<file path="src/hw/rtl/hsf_pkg.sv">
package hsf_pkg;

   // Fixed field widths of the ports
   localparam int PIXEL_W = 8;
   localparam int CSR_DATA_W = 13;
   localparam int CSR_INDEX_W = 2;
   localparam int RESULT_W = 13;

   // Size limit and register reset values
   localparam int DEFAULT_MAX_DIM = 4096;
   localparam logic [CSR_DATA_W-1:0] RESET_IMAGE_WIDTH = 13'd640;
   localparam logic [CSR_DATA_W-1:0] RESET_IMAGE_HEIGHT = 13'd480;

   // Only full-scale pixels count as white
   localparam logic [PIXEL_W-1:0] WHITE_PIXEL = 8'd255;

   // Configuration register indexes
   typedef enum logic [CSR_INDEX_W-1:0] {
      CSR_IMAGE_WIDTH  = 2'd0,
      CSR_IMAGE_HEIGHT = 2'd1
   } csr_index_type;

endpackage

</file>
<file path="src/hw/rtl/horizontal_separator_finder.sv">
// Horizontal separator finder.
// Pixels enter on the req_ channel in raster order, one item per pixel, and a
// pixel of 255 counts as white. Rows whose white share exceeds three quarters
// form the band; after the last pixel of each frame one item leaves on the
// rsp_ channel with the found flag, band center row (-1 if none) and band
// thickness (0 if none). The csr_ channel writes image_width (index 0) and
// image_height (index 1); write it only while no pixel item is in flight. A
// size written mid-frame takes effect at once for the pixels that follow.
// Size values of 0 act as 1 and values above MAX_DIM act as MAX_DIM.
// Throughput: one pixel per cycle, except that a frame's last pixel waits while
// the band register is full and not being taken. After that last pixel is
// accepted, the result item passes the input, band and result registers in turn.
// Reset restores 640 x 480 and starts a new frame at row 0, column 0.
// When rsp_ready stays low, one further finished frame is held in the band
// register; req_ready then drops only at the pixel that ends the next frame.
module horizontal_separator_finder import hsf_pkg::*; #(
   parameter int MAX_DIM = DEFAULT_MAX_DIM
) (
   input  logic                       clock,
   input  logic                       reset,
   input  logic                       csr_valid,
   output logic                       csr_ready,
   input  logic [CSR_INDEX_W-1:0]     csr_index,
   input  logic [CSR_DATA_W-1:0]      csr_data,
   input  logic                       req_valid,
   output logic                       req_ready,
   input  logic [PIXEL_W-1:0]         req_pixel,
   output logic                       rsp_valid,
   input  logic                       rsp_ready,
   output logic                       rsp_found,
   output logic signed [RESULT_W-1:0] rsp_center_row,
   output logic [RESULT_W-1:0]        rsp_thickness
);

   localparam int DIM_W = $clog2(MAX_DIM + 1);
   localparam int CNT_W = $clog2(MAX_DIM);

   logic [CSR_DATA_W-1:0] width_ff, width_in;
   logic [CSR_DATA_W-1:0] height_ff, height_in;
   logic [DIM_W-1:0]      eff_width;
   logic [DIM_W-1:0]      eff_height;

   logic             band_valid;
   logic             band_ready;
   logic [CNT_W-1:0] band_top;
   logic [CNT_W-1:0] band_bottom;
   logic             band_seen;
   logic [DIM_W-1:0] band_height;

   // Configuration registers; unknown indexes are ignored
   assign csr_ready = 1'b1;

   always_comb begin
      width_in = width_ff;
      height_in = height_ff;
      if (csr_valid && csr_ready) begin
         case (csr_index)
            CSR_IMAGE_WIDTH:  width_in = csr_data;
            CSR_IMAGE_HEIGHT: height_in = csr_data;
            default: ;
         endcase
      end
   end

   always_ff @(posedge clock) begin
      if (reset) begin
         width_ff <= RESET_IMAGE_WIDTH;
         height_ff <= RESET_IMAGE_HEIGHT;
      end else begin
         width_ff <= width_in;
         height_ff <= height_in;
      end
   end

   // Clamp sizes into 1 .. MAX_DIM
   always_comb begin
      if (width_ff == '0) begin
         eff_width = DIM_W'(1);
      end else if (32'(width_ff) > 32'(MAX_DIM)) begin
         eff_width = DIM_W'(MAX_DIM);
      end else begin
         eff_width = DIM_W'(width_ff);
      end
      if (height_ff == '0) begin
         eff_height = DIM_W'(1);
      end else if (32'(height_ff) > 32'(MAX_DIM)) begin
         eff_height = DIM_W'(MAX_DIM);
      end else begin
         eff_height = DIM_W'(height_ff);
      end
   end

   hsf_scan #(
      .MAX_DIM(MAX_DIM)
   ) u_scan (
      .clock       (clock),
      .reset       (reset),
      .eff_width   (eff_width),
      .eff_height  (eff_height),
      .req_valid   (req_valid),
      .req_ready   (req_ready),
      .req_pixel   (req_pixel),
      .band_valid  (band_valid),
      .band_ready  (band_ready),
      .band_top    (band_top),
      .band_bottom (band_bottom),
      .band_seen   (band_seen),
      .band_height (band_height)
   );

   hsf_result #(
      .MAX_DIM(MAX_DIM)
   ) u_result (
      .clock          (clock),
      .reset          (reset),
      .band_valid     (band_valid),
      .band_ready     (band_ready),
      .band_top       (band_top),
      .band_bottom    (band_bottom),
      .band_seen      (band_seen),
      .band_height    (band_height),
      .rsp_valid      (rsp_valid),
      .rsp_ready      (rsp_ready),
      .rsp_found      (rsp_found),
      .rsp_center_row (rsp_center_row),
      .rsp_thickness  (rsp_thickness)
   );

endmodule

</file>
<file path="src/hw/rtl/hsf_scan.sv">
module hsf_scan import hsf_pkg::*; #(
   parameter int MAX_DIM = DEFAULT_MAX_DIM,
   localparam int DIM_W = $clog2(MAX_DIM + 1),
   localparam int CNT_W = $clog2(MAX_DIM)
) (
   input  logic               clock,
   input  logic               reset,
   input  logic [DIM_W-1:0]   eff_width,
   input  logic [DIM_W-1:0]   eff_height,
   input  logic               req_valid,
   output logic               req_ready,
   input  logic [PIXEL_W-1:0] req_pixel,
   output logic               band_valid,
   input  logic               band_ready,
   output logic [CNT_W-1:0]   band_top,
   output logic [CNT_W-1:0]   band_bottom,
   output logic               band_seen,
   output logic [DIM_W-1:0]   band_height
);

   localparam int WIDE_W = DIM_W + 2;

   // Input register
   logic               pix_valid_ff, pix_valid_in;
   logic [PIXEL_W-1:0] pix_ff, pix_in;

   // Frame scan state
   logic [CNT_W-1:0] col_ff, col_in;
   logic [CNT_W-1:0] row_ff, row_in;
   logic [DIM_W-1:0] white_ff, white_in;
   logic [CNT_W-1:0] top_ff, top_in;
   logic [CNT_W-1:0] bot_ff, bot_in;
   logic             top_seen_ff, top_seen_in;
   logic             bot_seen_ff, bot_seen_in;

   // Band register toward the result stage
   logic             band_valid_ff, band_valid_in;
   logic [CNT_W-1:0] band_top_ff, band_top_in;
   logic [CNT_W-1:0] band_bot_ff, band_bot_in;
   logic             band_seen_ff, band_seen_in;
   logic [DIM_W-1:0] band_height_ff, band_height_in;

   logic [DIM_W-1:0]  white_next;
   logic              row_end;
   logic              frame_end;
   logic              row_white;
   logic [WIDE_W-1:0] white_x4;
   logic [WIDE_W-1:0] width_x3;
   logic              step;
   logic [CNT_W-1:0]  top_upd, bot_upd;
   logic              top_seen_upd, bot_seen_upd;

   // Row and frame boundary detection
   always_comb begin
      white_next = white_ff + DIM_W'(pix_ff == WHITE_PIXEL);
      row_end = !((DIM_W'(col_ff) + DIM_W'(1)) < eff_width);
      frame_end = row_end && !((DIM_W'(row_ff) + DIM_W'(1)) < eff_height);
      white_x4 = {white_next, 2'b00};
      width_x3 = {1'b0, eff_width, 1'b0} + {2'b00, eff_width};
      row_white = white_x4 > width_x3;
   end

   // Track band limits at each row end
   always_comb begin
      top_upd = top_ff;
      bot_upd = bot_ff;
      top_seen_upd = top_seen_ff;
      bot_seen_upd = bot_seen_ff;
      if (row_white && !top_seen_ff) begin
         top_upd = row_ff;
         top_seen_upd = 1'b1;
      end
      if (!row_white && top_seen_ff && !bot_seen_ff) begin
         bot_upd = row_ff - CNT_W'(1);
         bot_seen_upd = 1'b1;
      end
      // Band still open at frame end closes on the last row
      if (frame_end && top_seen_upd && !bot_seen_upd) begin
         bot_upd = row_ff;
         bot_seen_upd = 1'b1;
      end
   end

   // Advance the pixel unless a frame end would overrun the band register
   assign step = pix_valid_ff && (!frame_end || !band_valid_ff || band_ready);
   assign req_ready = !pix_valid_ff || step;

   always_comb begin
      pix_valid_in = pix_valid_ff;
      pix_in = pix_ff;
      col_in = col_ff;
      row_in = row_ff;
      white_in = white_ff;
      top_in = top_ff;
      bot_in = bot_ff;
      top_seen_in = top_seen_ff;
      bot_seen_in = bot_seen_ff;
      band_valid_in = band_valid_ff;
      band_top_in = band_top_ff;
      band_bot_in = band_bot_ff;
      band_seen_in = band_seen_ff;
      band_height_in = band_height_ff;

      // Drop the band item once taken
      if (band_ready) begin
         band_valid_in = 1'b0;
      end

      if (step) begin
         pix_valid_in = 1'b0;
         if (!row_end) begin
            col_in = col_ff + CNT_W'(1);
            white_in = white_next;
         end else if (!frame_end) begin
            col_in = '0;
            white_in = '0;
            row_in = row_ff + CNT_W'(1);
            top_in = top_upd;
            bot_in = bot_upd;
            top_seen_in = top_seen_upd;
            bot_seen_in = bot_seen_upd;
         end else begin
            // Hand off the band and clear frame state
            band_valid_in = 1'b1;
            band_top_in = top_upd;
            band_bot_in = bot_upd;
            band_seen_in = top_seen_upd;
            band_height_in = eff_height;
            col_in = '0;
            row_in = '0;
            white_in = '0;
            top_in = '0;
            bot_in = '0;
            top_seen_in = 1'b0;
            bot_seen_in = 1'b0;
         end
      end

      // Hold a new pixel item
      if (req_valid && req_ready) begin
         pix_valid_in = 1'b1;
         pix_in = req_pixel;
      end
   end

   always_ff @(posedge clock) begin
      if (reset) begin
         pix_valid_ff <= 1'b0;
         col_ff <= '0;
         row_ff <= '0;
         white_ff <= '0;
         top_ff <= '0;
         bot_ff <= '0;
         top_seen_ff <= 1'b0;
         bot_seen_ff <= 1'b0;
         band_valid_ff <= 1'b0;
      end else begin
         pix_valid_ff <= pix_valid_in;
         col_ff <= col_in;
         row_ff <= row_in;
         white_ff <= white_in;
         top_ff <= top_in;
         bot_ff <= bot_in;
         top_seen_ff <= top_seen_in;
         bot_seen_ff <= bot_seen_in;
         band_valid_ff <= band_valid_in;
      end
   end

   always_ff @(posedge clock) begin
      pix_ff <= pix_in;
      band_top_ff <= band_top_in;
      band_bot_ff <= band_bot_in;
      band_seen_ff <= band_seen_in;
      band_height_ff <= band_height_in;
   end

   assign band_valid = band_valid_ff;
   assign band_top = band_top_ff;
   assign band_bottom = band_bot_ff;
   assign band_seen = band_seen_ff;
   assign band_height = band_height_ff;

`ifndef SYNTHESIS
   a_bottom_needs_top: assert property (@(posedge clock) disable iff (reset)
      !top_seen_ff |-> !bot_seen_ff)
      else $error("band bottom recorded without a top");

   a_bottom_below_top: assert property (@(posedge clock) disable iff (reset)
      bot_seen_ff |-> (bot_ff >= top_ff))
      else $error("band bottom above band top");

   a_band_ordered: assert property (@(posedge clock) disable iff (reset)
      (band_valid_ff && band_seen_ff) |-> (band_bot_ff >= band_top_ff))
      else $error("handed-off band is inverted");
`endif

endmodule

</file>
<file path="src/hw/rtl/hsf_result.sv">
module hsf_result import hsf_pkg::*; #(
   parameter int MAX_DIM = DEFAULT_MAX_DIM,
   localparam int DIM_W = $clog2(MAX_DIM + 1),
   localparam int CNT_W = $clog2(MAX_DIM)
) (
   input  logic                       clock,
   input  logic                       reset,
   input  logic                       band_valid,
   output logic                       band_ready,
   input  logic [CNT_W-1:0]           band_top,
   input  logic [CNT_W-1:0]           band_bottom,
   input  logic                       band_seen,
   input  logic [DIM_W-1:0]           band_height,
   output logic                       rsp_valid,
   input  logic                       rsp_ready,
   output logic                       rsp_found,
   output logic signed [RESULT_W-1:0] rsp_center_row,
   output logic [RESULT_W-1:0]        rsp_thickness
);

   localparam int EXT_W = DIM_W + 4;

   logic                       rsp_valid_ff, rsp_valid_in;
   logic                       found_ff, found_in;
   logic signed [RESULT_W-1:0] center_ff, center_in;
   logic [RESULT_W-1:0]        thick_ff, thick_in;

   logic [DIM_W-1:0] thick;
   logic [DIM_W-1:0] center;
   logic [EXT_W-1:0] thick_x5;
   logic [EXT_W-1:0] center_x10;
   logic [EXT_W-1:0] height_x1;
   logic [EXT_W-1:0] height_x3;
   logic [EXT_W-1:0] height_x7;
   logic             ok;

   // Thickness, center and window checks
   always_comb begin
      thick = DIM_W'(band_bottom) - DIM_W'(band_top) + DIM_W'(1);
      center = DIM_W'(band_top) + (thick >> 1);
      thick_x5 = EXT_W'(thick) * EXT_W'(5);
      center_x10 = EXT_W'(center) * EXT_W'(10);
      height_x1 = EXT_W'(band_height);
      height_x3 = EXT_W'(band_height) * EXT_W'(3);
      height_x7 = EXT_W'(band_height) * EXT_W'(7);
      ok = !(thick_x5 > height_x1) && !(center_x10 < height_x3) &&
           !(center_x10 > height_x7);
   end

   assign band_ready = !rsp_valid_ff || rsp_ready;

   always_comb begin
      rsp_valid_in = rsp_valid_ff;
      found_in = found_ff;
      center_in = center_ff;
      thick_in = thick_ff;
      if (rsp_ready) begin
         rsp_valid_in = 1'b0;
      end
      // Load the result register with the finished band
      if (band_valid && band_ready) begin
         rsp_valid_in = 1'b1;
         if (band_seen) begin
            found_in = ok;
            center_in = RESULT_W'(center);
            thick_in = RESULT_W'(thick);
         end else begin
            found_in = 1'b0;
            center_in = '1;
            thick_in = '0;
         end
      end
   end

   always_ff @(posedge clock) begin
      if (reset) begin
         rsp_valid_ff <= 1'b0;
      end else begin
         rsp_valid_ff <= rsp_valid_in;
      end
   end

   always_ff @(posedge clock) begin
      found_ff <= found_in;
      center_ff <= center_in;
      thick_ff <= thick_in;
   end

   assign rsp_valid = rsp_valid_ff;
   assign rsp_found = found_ff;
   assign rsp_center_row = center_ff;
   assign rsp_thickness = thick_ff;

`ifndef SYNTHESIS
   a_load_gives_result: assert property (@(posedge clock) disable iff (reset)
      (band_valid && band_ready) |=> rsp_valid_ff)
      else $error("band taken but no result presented");

   a_found_has_band: assert property (@(posedge clock) disable iff (reset)
      (rsp_valid_ff && found_ff) |-> (thick_ff != '0))
      else $error("found flag without a band");

   a_no_band_fields: assert property (@(posedge clock) disable iff (reset)
      (rsp_valid_ff && (center_ff == '1)) |-> ((thick_ff == '0) && !found_ff))
      else $error("missing band reported with nonzero thickness");
`endif

endmodule

</file>
<file path="config.mk">
export PLATFORM = sky130hd
export DESIGN_NAME = horizontal_separator_finder
export DESIGN_NICKNAME = d
export VERILOG_FILES = /design/src/hw/rtl/hsf_pkg.sv /design/src/hw/rtl/horizontal_separator_finder.sv /design/src/hw/rtl/hsf_scan.sv /design/src/hw/rtl/hsf_result.sv
export SDC_FILE = /design/constraint.sdc
export NUM_CORES = 1
export LEC_CHECK = 0
export BUFFER_PORTS_ARGS = -buffer_cell sky130_fd_sc_hd__buf_2
export CAP_MARGIN = 20
export CORE_ASPECT_RATIO = 0.75
export CORE_MARGIN = 3
export CORE_UTILIZATION = 30
export CTS_CLUSTER_DIAMETER = 100
export DETAILED_ROUTE_END_ITERATION = 8
export PLACE_DENSITY = 0.44
export SLEW_MARGIN = 5
export SYNTH_ARGS = -nofsm -noshare
export SYNTH_HDL_FRONTEND = slang
export SYNTH_SLANG_ARGS = --single-unit
</file>
<file path="constraint.sdc">
create_clock -name clock -period 7.3 [get_ports clock]
set_clock_uncertainty 0.05 [all_clocks]
set_input_delay 0.365 -clock clock [delete_from_list [all_inputs] [get_ports clock]]
set_output_delay 0.365 -clock clock [all_outputs]
set_load 0.02 [all_outputs]
</file>
# Yosys cells after proc, flatten, opt, wreduce, memory -nomap -nowiden
# Index checks and enable logic that the tools add are counted.
op_classes:
  add_sub_neg: 10
  mul: 4
  magnitude_cmp: 8
  eq_ne: 2
  n_mux: 25
  bitwise: 1
  n_reduce_logical: 37
ops:
  columns: ["operator", "n"]
  rows:
  - ["$mux 12", 7]
  - ["$mux 13", 5]
  - ["$mul 13x3->16 const B", 3]
  - ["$add 12x1->13 const B", 2]
  - ["$gt 13x13->1 const B", 2]
  - ["$logic_not 13->1", 2]
  - ["$lt 13x13->1", 2]
  - ["$add 12x1->12 const B", 2]
  - ["$gt 17x16->1", 1]
  - ["$lt 17x15->1", 1]
  - ["$gt 16x13->1", 1]
  - ["$add 14x13->15", 1]
  - ["$gt 15x15->1", 1]
  - ["$mul 13x2->15 const B", 1]
  - ["$add 12x12->13", 1]
  - ["$add 13x1->13", 1]
  - ["$add 13x1->13 const B", 1]
  - ["$logic_not 1->1", 13]
  - ["$mux 1", 13]
  - ["$sub 12x12->13", 1]
  - ["$sub 12x1->12 const B", 1]
  - ["$logic_and 1x1->1", 11]
  - ["$eq 8x8->1 const B", 1]
  - ["$reduce_and 2->1", 3]
  - ["6 further kinds", 10]
word_totals:
  reg_bits: 165
  in_bits: 28
  out_inout_bits: 30
  wordCells: 107

# Longest topological paths before layout
# Gate-level depths: netlist of run 1.
depth:
  word_depth: 13
  mapped_depth: 36

# Hierarchy
# From an unflattened synthesis of run 1, not the netlist that was laid out.
hier_totals:
  cells_unflattened: 1473
  hier_area_um2: 13406.6
modules_own_cells:
  columns: ["module", "n_inst", "cells_per_inst", "area_each_um2", "seq_area_each_um2"]
  rows:
  - ["hsf_scan", 1, 702, 6653.9, 2682.6]
  - ["hsf_result", 1, 619, 5599.1, 830.8]
  - ["horizontal_separator_finder", 1, 152, 1153.6, 520.5]

# Worst setup path before layout of run 1
# OpenSTA, ideal clock, no wires.
synth_timing:
  path_type: "register to register"
  start: "register u_scan.band_top_ff[1], in the netlist u_scan.band_top[1]"
  end: "register u_result.found_ff, in the netlist u_result.rsp_found (data pin)"
  setup_ns: 0.203
  arrival_ns: 6.416
  required_ns: 7.047
  slack_ns: 0.631
  stages_incl_launch_ff: 34
  path_buffers: 0
  synth_period_minus_slack_ns: 6.669
  path_cell_list: "edfxtp_1 ha_1 inv_1 ha_1 inv_1 fa_1 nor2b_1 o21ai_0 a21boi_0 o21ai_0 nor2b_1 xnor2_1 ha_1 a21oi_1 a21oi_1 a21oi_1 xor2_1 inv_1 ha_1 ha_1 nor2_1 nor2_1 a31oi_1 nor2b_1 o21a_1 o41ai_1 xor2_1 inv_1 ha_1 nand2_1 or4_1 o21ai_0 nand4_1 a2111oi_1"
synth_via:
  elab_chain_cells: 8
  word_cells_on_any_way: 13
synth_rtl:
  columns: ["element", "line_no", "text"]
  rows:
  - ["start, declared", "hsf_scan.sv:38", "logic [CNT_W-1:0] band_top_ff, band_top_in;"]
  - ["start signal, assigned", "hsf_scan.sv:172", "band_top_ff <= band_top_in;"]
  - ["$sub 12x12->13 (*)", "hsf_result.sv:39", "thick = DIM_W'(band_bottom) - DIM_W'(band_top) + DIM_W'(1);"]
  - ["$add 13x1->13 (*)", "hsf_result.sv:39", null]
  - ["net u_result.thick[7]", "hsf_result.sv:28", "logic [DIM_W-1:0] thick;"]
  - ["$add 12x12->13 (*)", "hsf_result.sv:40", "center = DIM_W'(band_top) + (thick >> 1);"]
  - ["net u_result.center[8]", "hsf_result.sv:29", "logic [DIM_W-1:0] center;"]
  - ["$mul 13x3->16 (*)", "hsf_result.sv:42", "center_x10 = EXT_W'(center) * EXT_W'(10);"]
  - ["$lt 17x15->1", "hsf_result.sv:46", "ok = !(thick_x5 > height_x1) && !(center_x10 < height_x3) &&"]
  - ["$logic_not 1->1", "hsf_result.sv:46", null]
  - ["$logic_and 1x1->1", "hsf_result.sv:46", null]
  - ["$logic_and 1x1->1 (*)", "hsf_result.sv:46", null]
  - ["end signal, assigned", "hsf_result.sv:84", "found_ff <= found_in;"]
  - ["end, declared", "hsf_result.sv:24", "logic found_ff, found_in;"]
# Mark *: on every way through the listed nets, which the timed path passes. The rest lies on a longest branch.
# A chain may end at the register's enable or synchronous reset.

# Worst setup path in the final report of run 1
# Same ends and word-level chain as after synthesis.

==> impl_metrics.json, run 1 <==
{
  "critPathKind": "flop to flop",
  "final_cell_mix": "ha_1 (196), nand2_1 (136), a21oi_1 (105)",
  "cts_buffer_depth": 2,
  "ys_ff_latch": 165,
  "synth_compound_area_share_pct": 16.24,
  "vias": 10328,
  "power_frac_seq_pct": 49.6,
  "antenna_found_initial": 0,
  "pwr-share-comb_pct": 5.0,
  "synthMuxAreaShare_pct": 1.415,
  "cpMaxStageDelayCell": "or4_1",
  "syn_nets": 1689,
  "placed_area_sq_um": 14040,
  "synth_top_area_share_pct": 19.22,
  "final_common_cell": "ha_1",
  "dp_cells": 2043,
  "drtAntennaViolNets": 0,
  "clk_pin_slew_ns": 0.06,
  "diodes": 0,
  "synth-main-ff-cell": "dfxtp_1",
  "rr_startpoint": "u_scan.band_top[1]",
  "swShare_pct": 23.70,
  "drt_wl_total_microns": 34370,
  "post_drt_wl_per_cell_microns": 16.56,
  "grt.overflow.total": 0,
  "grt_pass1_vias": 9991,
  "cp.required_ns": 7.50,
  "cts-root-buf": "clkbuf_16",
  "synthSimpleGateAreaFrac_pct": 17.51,
  "fillers": 4410,
  "port_buffers": 56,
  "cpPeakStageDelay_ns": 0.47,
  "yosys.area_share.adder_pct": 22.13,
  "fin_area_sq_um": 14770,
  "grt_pass1_wl_microns": 54990,
  "grt.total_usage_pct": 15.16,
  "fp.dieW_microns": 247.1,
  "min_path_type": "input port to flop",
  "power_leakage_uw": 0.006634,
  "maxSlewViolCount": 0,
  "crit_fanout": 4,
  "status": "finished clean",
  "final-hold-violation-count": 0,
  "cts_tree": "yes",
  "maxCapViolCount": 0,
  "routed_via_density": 4.975,
  "crit_top_cell": "ha_1",
  "cp_data_arrival_time_ns": 7.04,
  "grt_use_met2_pct": 21.53,
  "startpoint": "u_scan.band_top[1]",
  "intPower_uw": 1501,
  "maxSlewHeadroom_pct": 50.91,
  "finalSetupViolCount": 0,
  "worstHoldStart": "req_pixel[1]",
  "ir_drop_v": 0.0001441,
  "synthTopCellsByArea": "ha_1 (19%), edfxtp_1 (17%), dfxtp_1 (14%)",
  "syn_inst": 1441,
  "gp_congestion": 0.8354,
  "num_rows": 65,
  "grt_use_met3_pct": 2.565,
  "critPathLaunchType": "flop",
  "clock_latency_ns": 0.45,
  "nNetsFinal": 1742,
  "io_pins": 58,
  "synth_area_sq_um": 13080,
  "timing.final.crit_share_pct": 93.62,
  "fin_crit_ns": 6.834,
  "core_area_sq_um": 42530,
  "synth_xor_area_share_pct": 7.698,
  "dp_hpwl_microns": 27360,
  "die_h_microns": 186.9,
  "drc": 0,
  "synth_edf_count": 73,
  "p_clk_share_pct": 45.4,
  "cts_buffers": 17,
  "synth.avg_cell_area_sq_um": 9.080,
  "end_kind": "flop",
  "area_delta_synth_final_pct": 12.85,
  "drive_gt1_share_pct": 11.48,
  "yosysSeqAreaShare_pct": 30.83,
  "cts_sinks": 165,
  "worstMarginPinSlew_ns": 0.7345,
  "yosys.area.top_type": "ha_1",
  "drt_iter0_markers": 593,
  "grt.busiest_layer": "met1",
  "synth_top_family_by_area": "adder cells",
  "dr.pass1.iters": 5,
  "initial_utilization_pct": 30.76,
  "synth.distinct_cells": 84,
  "htree_levels": 4,
  "whs_ns": 0.04322,
  "instances_no_fill": 2076,
  "ys_warn_count": 0,
  "dieArea_sq_um": 46180,
  "grt_max_degree": 39,
  "grtUsageMet1_pct": 23.68,
  "p_sw_uw": 466.2,
  "max_freq_ghz": 0.1463,
  "power.density_nw_per_um2": 133.2,
  "synthArstFlopShare_pct": 0
}
-- Yosys cell counts, types with 4 or more instances --
cell	number
dfxtp_1	92
o21ai_0	59
a41oi_1	5
and2_1	18
nand4_1	15
and3_1	30
a21boi_0	5
o21bai_1	4
xor2_1	65
o31ai_1	4
or2_2	6
clkbuf_1	26
nor3_1	35
nand3b_1	6
edfxtp_1	73
nand2b_1	19
fa_1	19
xnor2_1	50
nand3_1	51
inv_1	95
or3_1	4
nor2b_1	20
o211ai_1	11
mux2_2	12
mux2i_1	5
buf_2	11
nand2_1	136
nor2_1	96
o21ai_2	4
a211o_1	5
a21oi_1	109
a31oi_1	11
o2bb2ai_1	6
o21a_1	10
ha_1	201
a22o_1	20
a21o_1	22
a211oi_1	10
nor4_1	8
-- stage by stage --
stage | worst slack, ns | setup TNS, ns | total power, uW | util [%]
6_report | 0.4661 | 0 | 1967 | 34.71
5_1_grt | -0.02479 | -0.02479 | 2049 | 34.71
4_1_cts | 0.06120 | 0 | 1998 | 34.36
3_5_place_dp | 0.05089 | 0 | 1096 | 33.00
3_3_place_gp | 0.2335 | 0 | 1096 | 33.00
2_1_floorplan | 0.6313 | 0 | 1060 | -
-- power by group through the flow --
stage | Sequential (uW) | Clock (uW) | Combinational, uW
6_report | 975 | 892 | 99.3
5_1_grt | 976 | 958 | 115
2_1_floorplan | 993 | 0 | 67.9
4_1_cts | 975 | 922 | 100
3_5_place_dp | 996 | 0 | 100
3_3_place_gp | 996 | 0 | 99.7
-- critical path: cells and delay by family (launching register included) --
family,cells,cell delay [ns]
compound gates,10,2.18
buf+inv,3,0.22
flops,1,0.39
simple gates,6,0.91
fa+ha+maj,7,2.18
xor+xnor,3,0.71
-- worst paths after layout --
check                       end  slack [ns]  cells after the start
max reg2reg  u_result.rsp_found        0.47                     29
min            u_scan.pix_ff[1]        0.04                      1
max          u_result.rsp_found        0.47                     29
min reg2reg    u_scan.bot_ff[1]        0.42                      1
-- cell families (layout without fill, tap and decap cells) --
kind of cell             count (synthesis)  after routing
AO/OA/AOI/OAI                          320            320
buffers and inverters                  137            203
multiplexers                            17             17
XOR/XNOR                               115            115
flip-flops                             165            165
AND/OR/NAND/NOR                        466            466
adder cells (fa/ha/maj)                220            220
other                                    1              1
-- state kept, by name (all words and copies together) (netlist names), 8 cells and up --
register,flops
width_ff,13
u_result.rsp_thickness,13
u_scan.band_top,12
u_scan.white_ff,13
height_ff,13
u_scan.row_ff,12
u_scan.col_ff,12
u_scan.band_height,13
u_scan.pix_ff,8
u_scan.bot_ff,12
u_result.rsp_center_row,13
u_scan.top_ff,12
u_scan.band_bottom,12
-- metal layers --
metal | wire, microns | part of all wire, %
met4 | 437 | 1.3
met2 | 13800 | 40
met5 | 0 | 0
met1 | 19240 | 56
met3 | 882 | 2.6
-- area by class of cell --
cell class / instances / area, sq um / share of cell area (%)
clock buffers: 25 / 516.7 / 3.500
flip-flops and latches: 165 / 4034 / 27.32
clock inverters: 7 / 56.30 / 0.3813
inverters: 96 / 360.3 / 2.440
well taps: 569 / 711.9 / 4.822
multi-input cells: 1139 / 8663 / 58.67
repair buffers: 75 / 422.9 / 2.864
-- what timing repair did --
item,CTS,global route
hold buffers,0,0
buffers inserted,0,1
endpoints found under the setup margin,1,1
gates resized for setup,1,29
pin swaps,0,9
(Power assumes the default switching activity.)
==> run 2, diff against run 1 <==
--- a/config.mk
+++ b/config.mk
@@ -12,7 +12,9 @@
 export CORE_UTILIZATION = 30
 export CTS_CLUSTER_DIAMETER = 100
 export DETAILED_ROUTE_END_ITERATION = 8
+export HOLD_SLACK_MARGIN = 0.02
 export PLACE_DENSITY = 0.44
+export RECOVER_POWER = 25
 export SLEW_MARGIN = 5
 export SYNTH_ARGS = -nofsm -noshare
 export SYNTH_HDL_FRONTEND = slang
==> impl_metrics.json, run 2 (synthesis gave the netlist of run 1 again) <==
{
  "fp.dieW_microns": 247.1,
  "r2r_cells": 29,
  "dieArea_sq_um": 46180,
  "worstMarginPinSlew_ns": 1.779,
  "final_cell_mix": "ha_1 (196), nand2_1 (136), a21oi_1 (105)",
  "clk_pin_slew_ns": 0.06,
  "drive_gt1_share_pct": 10.05,
  "fillers": 4406,
  "fin_area_sq_um": 14790,
  "finalSetupViolCount": 0,
  "num_rows": 65,
  "crit_top_cell": "ha_1",
  "io_pins": 58,
  "placed_area_sq_um": 14040,
  "crit_fanout": 4,
  "dp_cells": 2043,
  "port_buffers": 56,
  "grt_pass1_wl_microns": 55140,
  "critPathBufInv": 3,
  "antenna_found_initial": 0,
  "cts-root-buf": "clkbuf_16",
  "cpMaxStageDelayCell": "or4_1",
  "final_common_cell": "ha_1",
  "area_delta_synth_final_pct": 13.03,
  "routed_via_density": 4.976,
  "vias": 10359,
  "post_drt_wl_per_cell_microns": 16.56,
  "grt.overflow.total": 0,
  "cpPeakStageDelay_ns": 0.47,
  "cp.required_ns": 7.50,
  "grt_pass1_vias": 10024,
  "dr.pass1.iters": 5,
  "dp_hpwl_microns": 27360,
  "power_uw": 1967,
  "maxCapViolCount": 2,
  "drc": 0,
  "drt_iter0_markers": 603,
  "power.density_nw_per_um2": 133.0,
  "whs_ns": 0.04846,
  "path_delay_family": "compound AO/OA/AOI/OAI gates",
  "end_kind": "flop",
  "hold_depth": 1,
  "utilization_pct": 34.77,
  "grt_max_degree": 39,
  "gp_congestion": 0.8354,
  "nNetsFinal": 1747,
  "instances_no_fill": 2082,
  "critPathLaunchType": "flop",
  "drtAntennaViolNets": 0,
  "fin_crit_ns": 6.830,
  "clock_latency_ns": 0.45,
  "cts_tree": "yes",
  "maxSlewHeadroom_pct": -18.63,
  "max_freq_ghz": 0.1464,
  "drt_wl_total_microns": 34480,
  "violations": "max-capacitance violations, max-slew violations",
  "die_h_microns": 186.9,
  "power_leakage_uw": 0.006593,
  "core_area_sq_um": 42530,
  "critPathKind": "flop to flop",
  "cts_buffer_depth": 2,
  "cp_data_arrival_time_ns": 7.03,
  "cp.depth": 29,
  "status": "finished with violations",
  "initial_utilization_pct": 30.76,
  "timing.final.crit_share_pct": 93.56,
  "maxSlewViolCount": 59,
  "htree_levels": 4,
  "cts_buffers": 17,
  "final-hold-violation-count": 0,
  "min_path_type": "input port to flop",
  "cts_sinks": 165,
  "ir_drop_v": 0.0001442,
  "grt.total_usage_pct": 15.21
}
## run 2: layout make-up
cell class                 instances  area (sq um)  area share (%)
clock inverter                     7         56.30          0.3807
antenna                            1         2.502         0.01692
sequential                       165          4034           27.28
inverter                          96         360.3           2.437
tap                              569         711.9           4.814
clock buffer                      25         516.7           3.494
multi-input combinational       1139          8663           58.58
timing repair buffer              80         444.2           3.003
## run 2: timing repair
action,in CTS,in global routing
setup buffers,0,1
gates resized for setup,1,29
setup endpoints to repair,1,1
gates cloned,0,0
hold endpoints to repair,5,0
pin swaps,0,9
hold buffers,5,0
## run 2: layer usage
layer | part of all wire (%) | vias up | GRT usage [%]
met5 | 0 | - | 0
met4 | 1.3 | 0 | 3.249
met3 | 2.7 | 28 | 2.565
met2 | 40 | 127 | 21.66
met1 | 56 | 4898 | 23.69
li1 | - | 5306 | -
## run 2: worst paths after layout
check	startpoint	endpoint	slack (ns)
worst max register to register	u_scan.band_top[1]	u_result.rsp_found	0.47
worst min-delay path	req_pixel[2]	u_scan.pix_ff[2]	0.05
worst max-delay path	u_scan.band_top[1]	u_result.rsp_found	0.47
worst min register to register	u_scan.bot_ff[2]	u_scan.bot_ff[2]	0.42
## run 2: where the power goes
group	total (uW)	internal [uW]	switching [uW]	leakage (uW)
clock network	891	498	393	0.000282
registers	976	968	7.77	0.00135
logic	101	37.1	63.9	0.00496
## run 2: through the flow
stage               setup slack (ns)  setup TNS (ns)
global placement              0.2335               0
floorplan                     0.6313               0
detailed placement           0.05089               0
finish                        0.4700               0
CTS                          0.06120               0
global route                -0.02479        -0.02479
==> run 3, diff against run 2 <==
--- a/config.mk
+++ b/config.mk
@@ -9,11 +9,11 @@
 export CAP_MARGIN = 20
 export CORE_ASPECT_RATIO = 0.75
 export CORE_MARGIN = 3
-export CORE_UTILIZATION = 30
+export CORE_UTILIZATION = 60
 export CTS_CLUSTER_DIAMETER = 100
 export DETAILED_ROUTE_END_ITERATION = 8
 export HOLD_SLACK_MARGIN = 0.02
-export PLACE_DENSITY = 0.44
+export PLACE_DENSITY = 0.77
 export RECOVER_POWER = 25
 export SLEW_MARGIN = 5
 export SYNTH_ARGS = -nofsm -noshare
==> impl_metrics.json, run 3 (synthesis gave the netlist of run 1 again) <==
{
  "clock_latency_ns": 0.44,
  "grt_max_degree": 36,
  "cp.required_ns": 7.48,
  "grt.total_usage_pct": 26.73,
  "worstHoldStart": "req_pixel[0]",
  "cp.depth": 29,
  "r2r_cells": 29,
  "cts-root-buf": "clkbuf_16",
  "cts_tree": "yes",
  "path_delay_family": "adder cells",
  "htree_levels": 4,
  "cp_data_arrival_time_ns": 7.17,
  "dp_cells": 1757,
  "fin_crit_ns": 6.988,
  "fin_ws_ns": 0.3116,
  "rr_startpoint": "u_scan.band_top[1]",
  "power.density_nw_per_um2": 137.6,
  "max_freq_ghz": 0.1431,
  "vias": 10742,
  "grt_pass1_vias": 10189,
  "violations": "max-capacitance violations, max-slew violations",
  "r2r_slack_ns": 0.31,
  "diodes": 0,
  "num_rows": 46,
  "drive_gt1_share_pct": 10.16,
  "min_path_type": "input port to flop",
  "cts_buffer_depth": 2,
  "regToRegEndpoint": "u_result.rsp_found",
  "timing.final.crit_share_pct": 95.73,
  "worstMarginPinSlew_ns": 1.550,
  "gp_congestion": 0.9581,
  "instances_no_fill": 1794,
  "status": "finished with violations",
  "final_cell_mix": "ha_1 (199), nand2_1 (136), a21oi_1 (109)",
  "die_h_microns": 133.9,
  "met3_length_microns": 2432,
  "power_uw": 1972,
  "power_leakage_uw": 0.006583,
  "nNetsFinal": 1741,
  "post-place-ws_ns": 0.1967,
  "antenna_found_initial": 0,
  "routed_via_density": 5.988,
  "final_common_cell": "ha_1",
  "core_area_sq_um": 21300,
  "io_pins": 58,
  "drt_iter0_markers": 888,
  "critPathLaunchType": "flop",
  "post_drt_wl_per_cell_microns": 17.58,
  "fillers": 1728,
  "dr.max_layer_used": "met4",
  "crit_top_cell": "ha_1",
  "finalSetupViolCount": 0,
  "grt.overflow.total": 0,
  "cts_buffers": 17,
  "critPathKind": "flop to flop",
  "clk_pin_slew_ns": 0.07,
  "hold_depth": 1,
  "drt-met1-wl_microns": 14930,
  "critPathBufInv": 4,
  "initial_utilization_pct": 61.44,
  "drc": 0,
  "cpMaxStageDelayCell": "fa_1",
  "port_buffers": 56,
  "dr.pass1.iters": 5,
  "whs_ns": 0.05185,
  "ir_drop_v": 0.0001277,
  "end_kind": "flop",
  "maxSlewHeadroom_pct": -3.342,
  "met2_length_microns": 13640,
  "cts_sinks": 165,
  "dieArea_sq_um": 23630,
  "crit_fanout": 5,
  "grt_pass1_wl_microns": 51070,
  "cpPeakStageDelay_ns": 0.55,
  "drtAntennaViolNets": 0,
  "dp_hpwl_microns": 24150,
  "drt_wl_total_microns": 31540,
  "final-hold-violation-count": 0,
  "worstHoldEndpoint": "u_scan.pix_ff[0]",
  "area_delta_synth_final_pct": 9.515,
  "maxSlewViolCount": 59,
  "setup_tns_ns": 0,
  "fp.dieW_microns": 176.5,
  "maxCapViolCount": 2
}
run 3: how the worst max path moves through the flow:
stage	startpoint	to	slack, ns
6_report	u_scan.band_top[1]	u_result.rsp_found	0.31
5_1_grt	u_scan.band_top[1]	u_result.rsp_found	-0.06
4_1_cts	u_scan.band_top[1]	u_result.rsp_found	0.14
3_5_place_dp	u_scan.band_top[1]	u_result.rsp_found	0.20
3_3_place_gp	u_scan.band_top[1]	u_result.rsp_found	0.44
2_1_floorplan	u_scan.band_top[1]	u_result.rsp_found	0.63
run 3: repair_timing:
action	4_1_cts	5_1_grt
setup buffers	0	5
gates resized for setup	0	8
endpoints found under the hold margin	0	0
endpoints found under the setup margin	0	1
hold buffers	0	0
run 3: stage by stage:
step | utilization (%) | area [sq um]
6_report | 67.29 | 14330
4_1_cts | 66.92 | 14250
3_5_place_dp | 64.18 | 13670
5_1_grt | 67.29 | 14330
3_3_place_gp | 64.05 | 13640
2_1_floorplan | - | 13080
run 3: final cells by class:
type	count	area, sq um	share of cell area (%)
Multi-Input combinational cell	1139	8562	59.75
Sequential cell	165	4034	28.15
Timing Repair Buffer	74	427.9	2.986
Clock buffer	17	425.4	2.969
Inverter	96	360.3	2.515
Tap cell	288	360.3	2.515
Clock inverter	15	158.9	1.109
run 3: metal layers:
layer  global-route usage, %  vias up
met2                   40.83      422
met5                       0        -
met1                   39.39     5001
met4                   6.585        0
met3                   4.839       51
li1                        -     5268
run 3: power breakdown:
| group | internal, uW | switching (uW) |
|---|---|---|
| registers | 967 | 7.75 |
| clock network | 456 | 440 |
| logic | 37.0 | 64.2 |
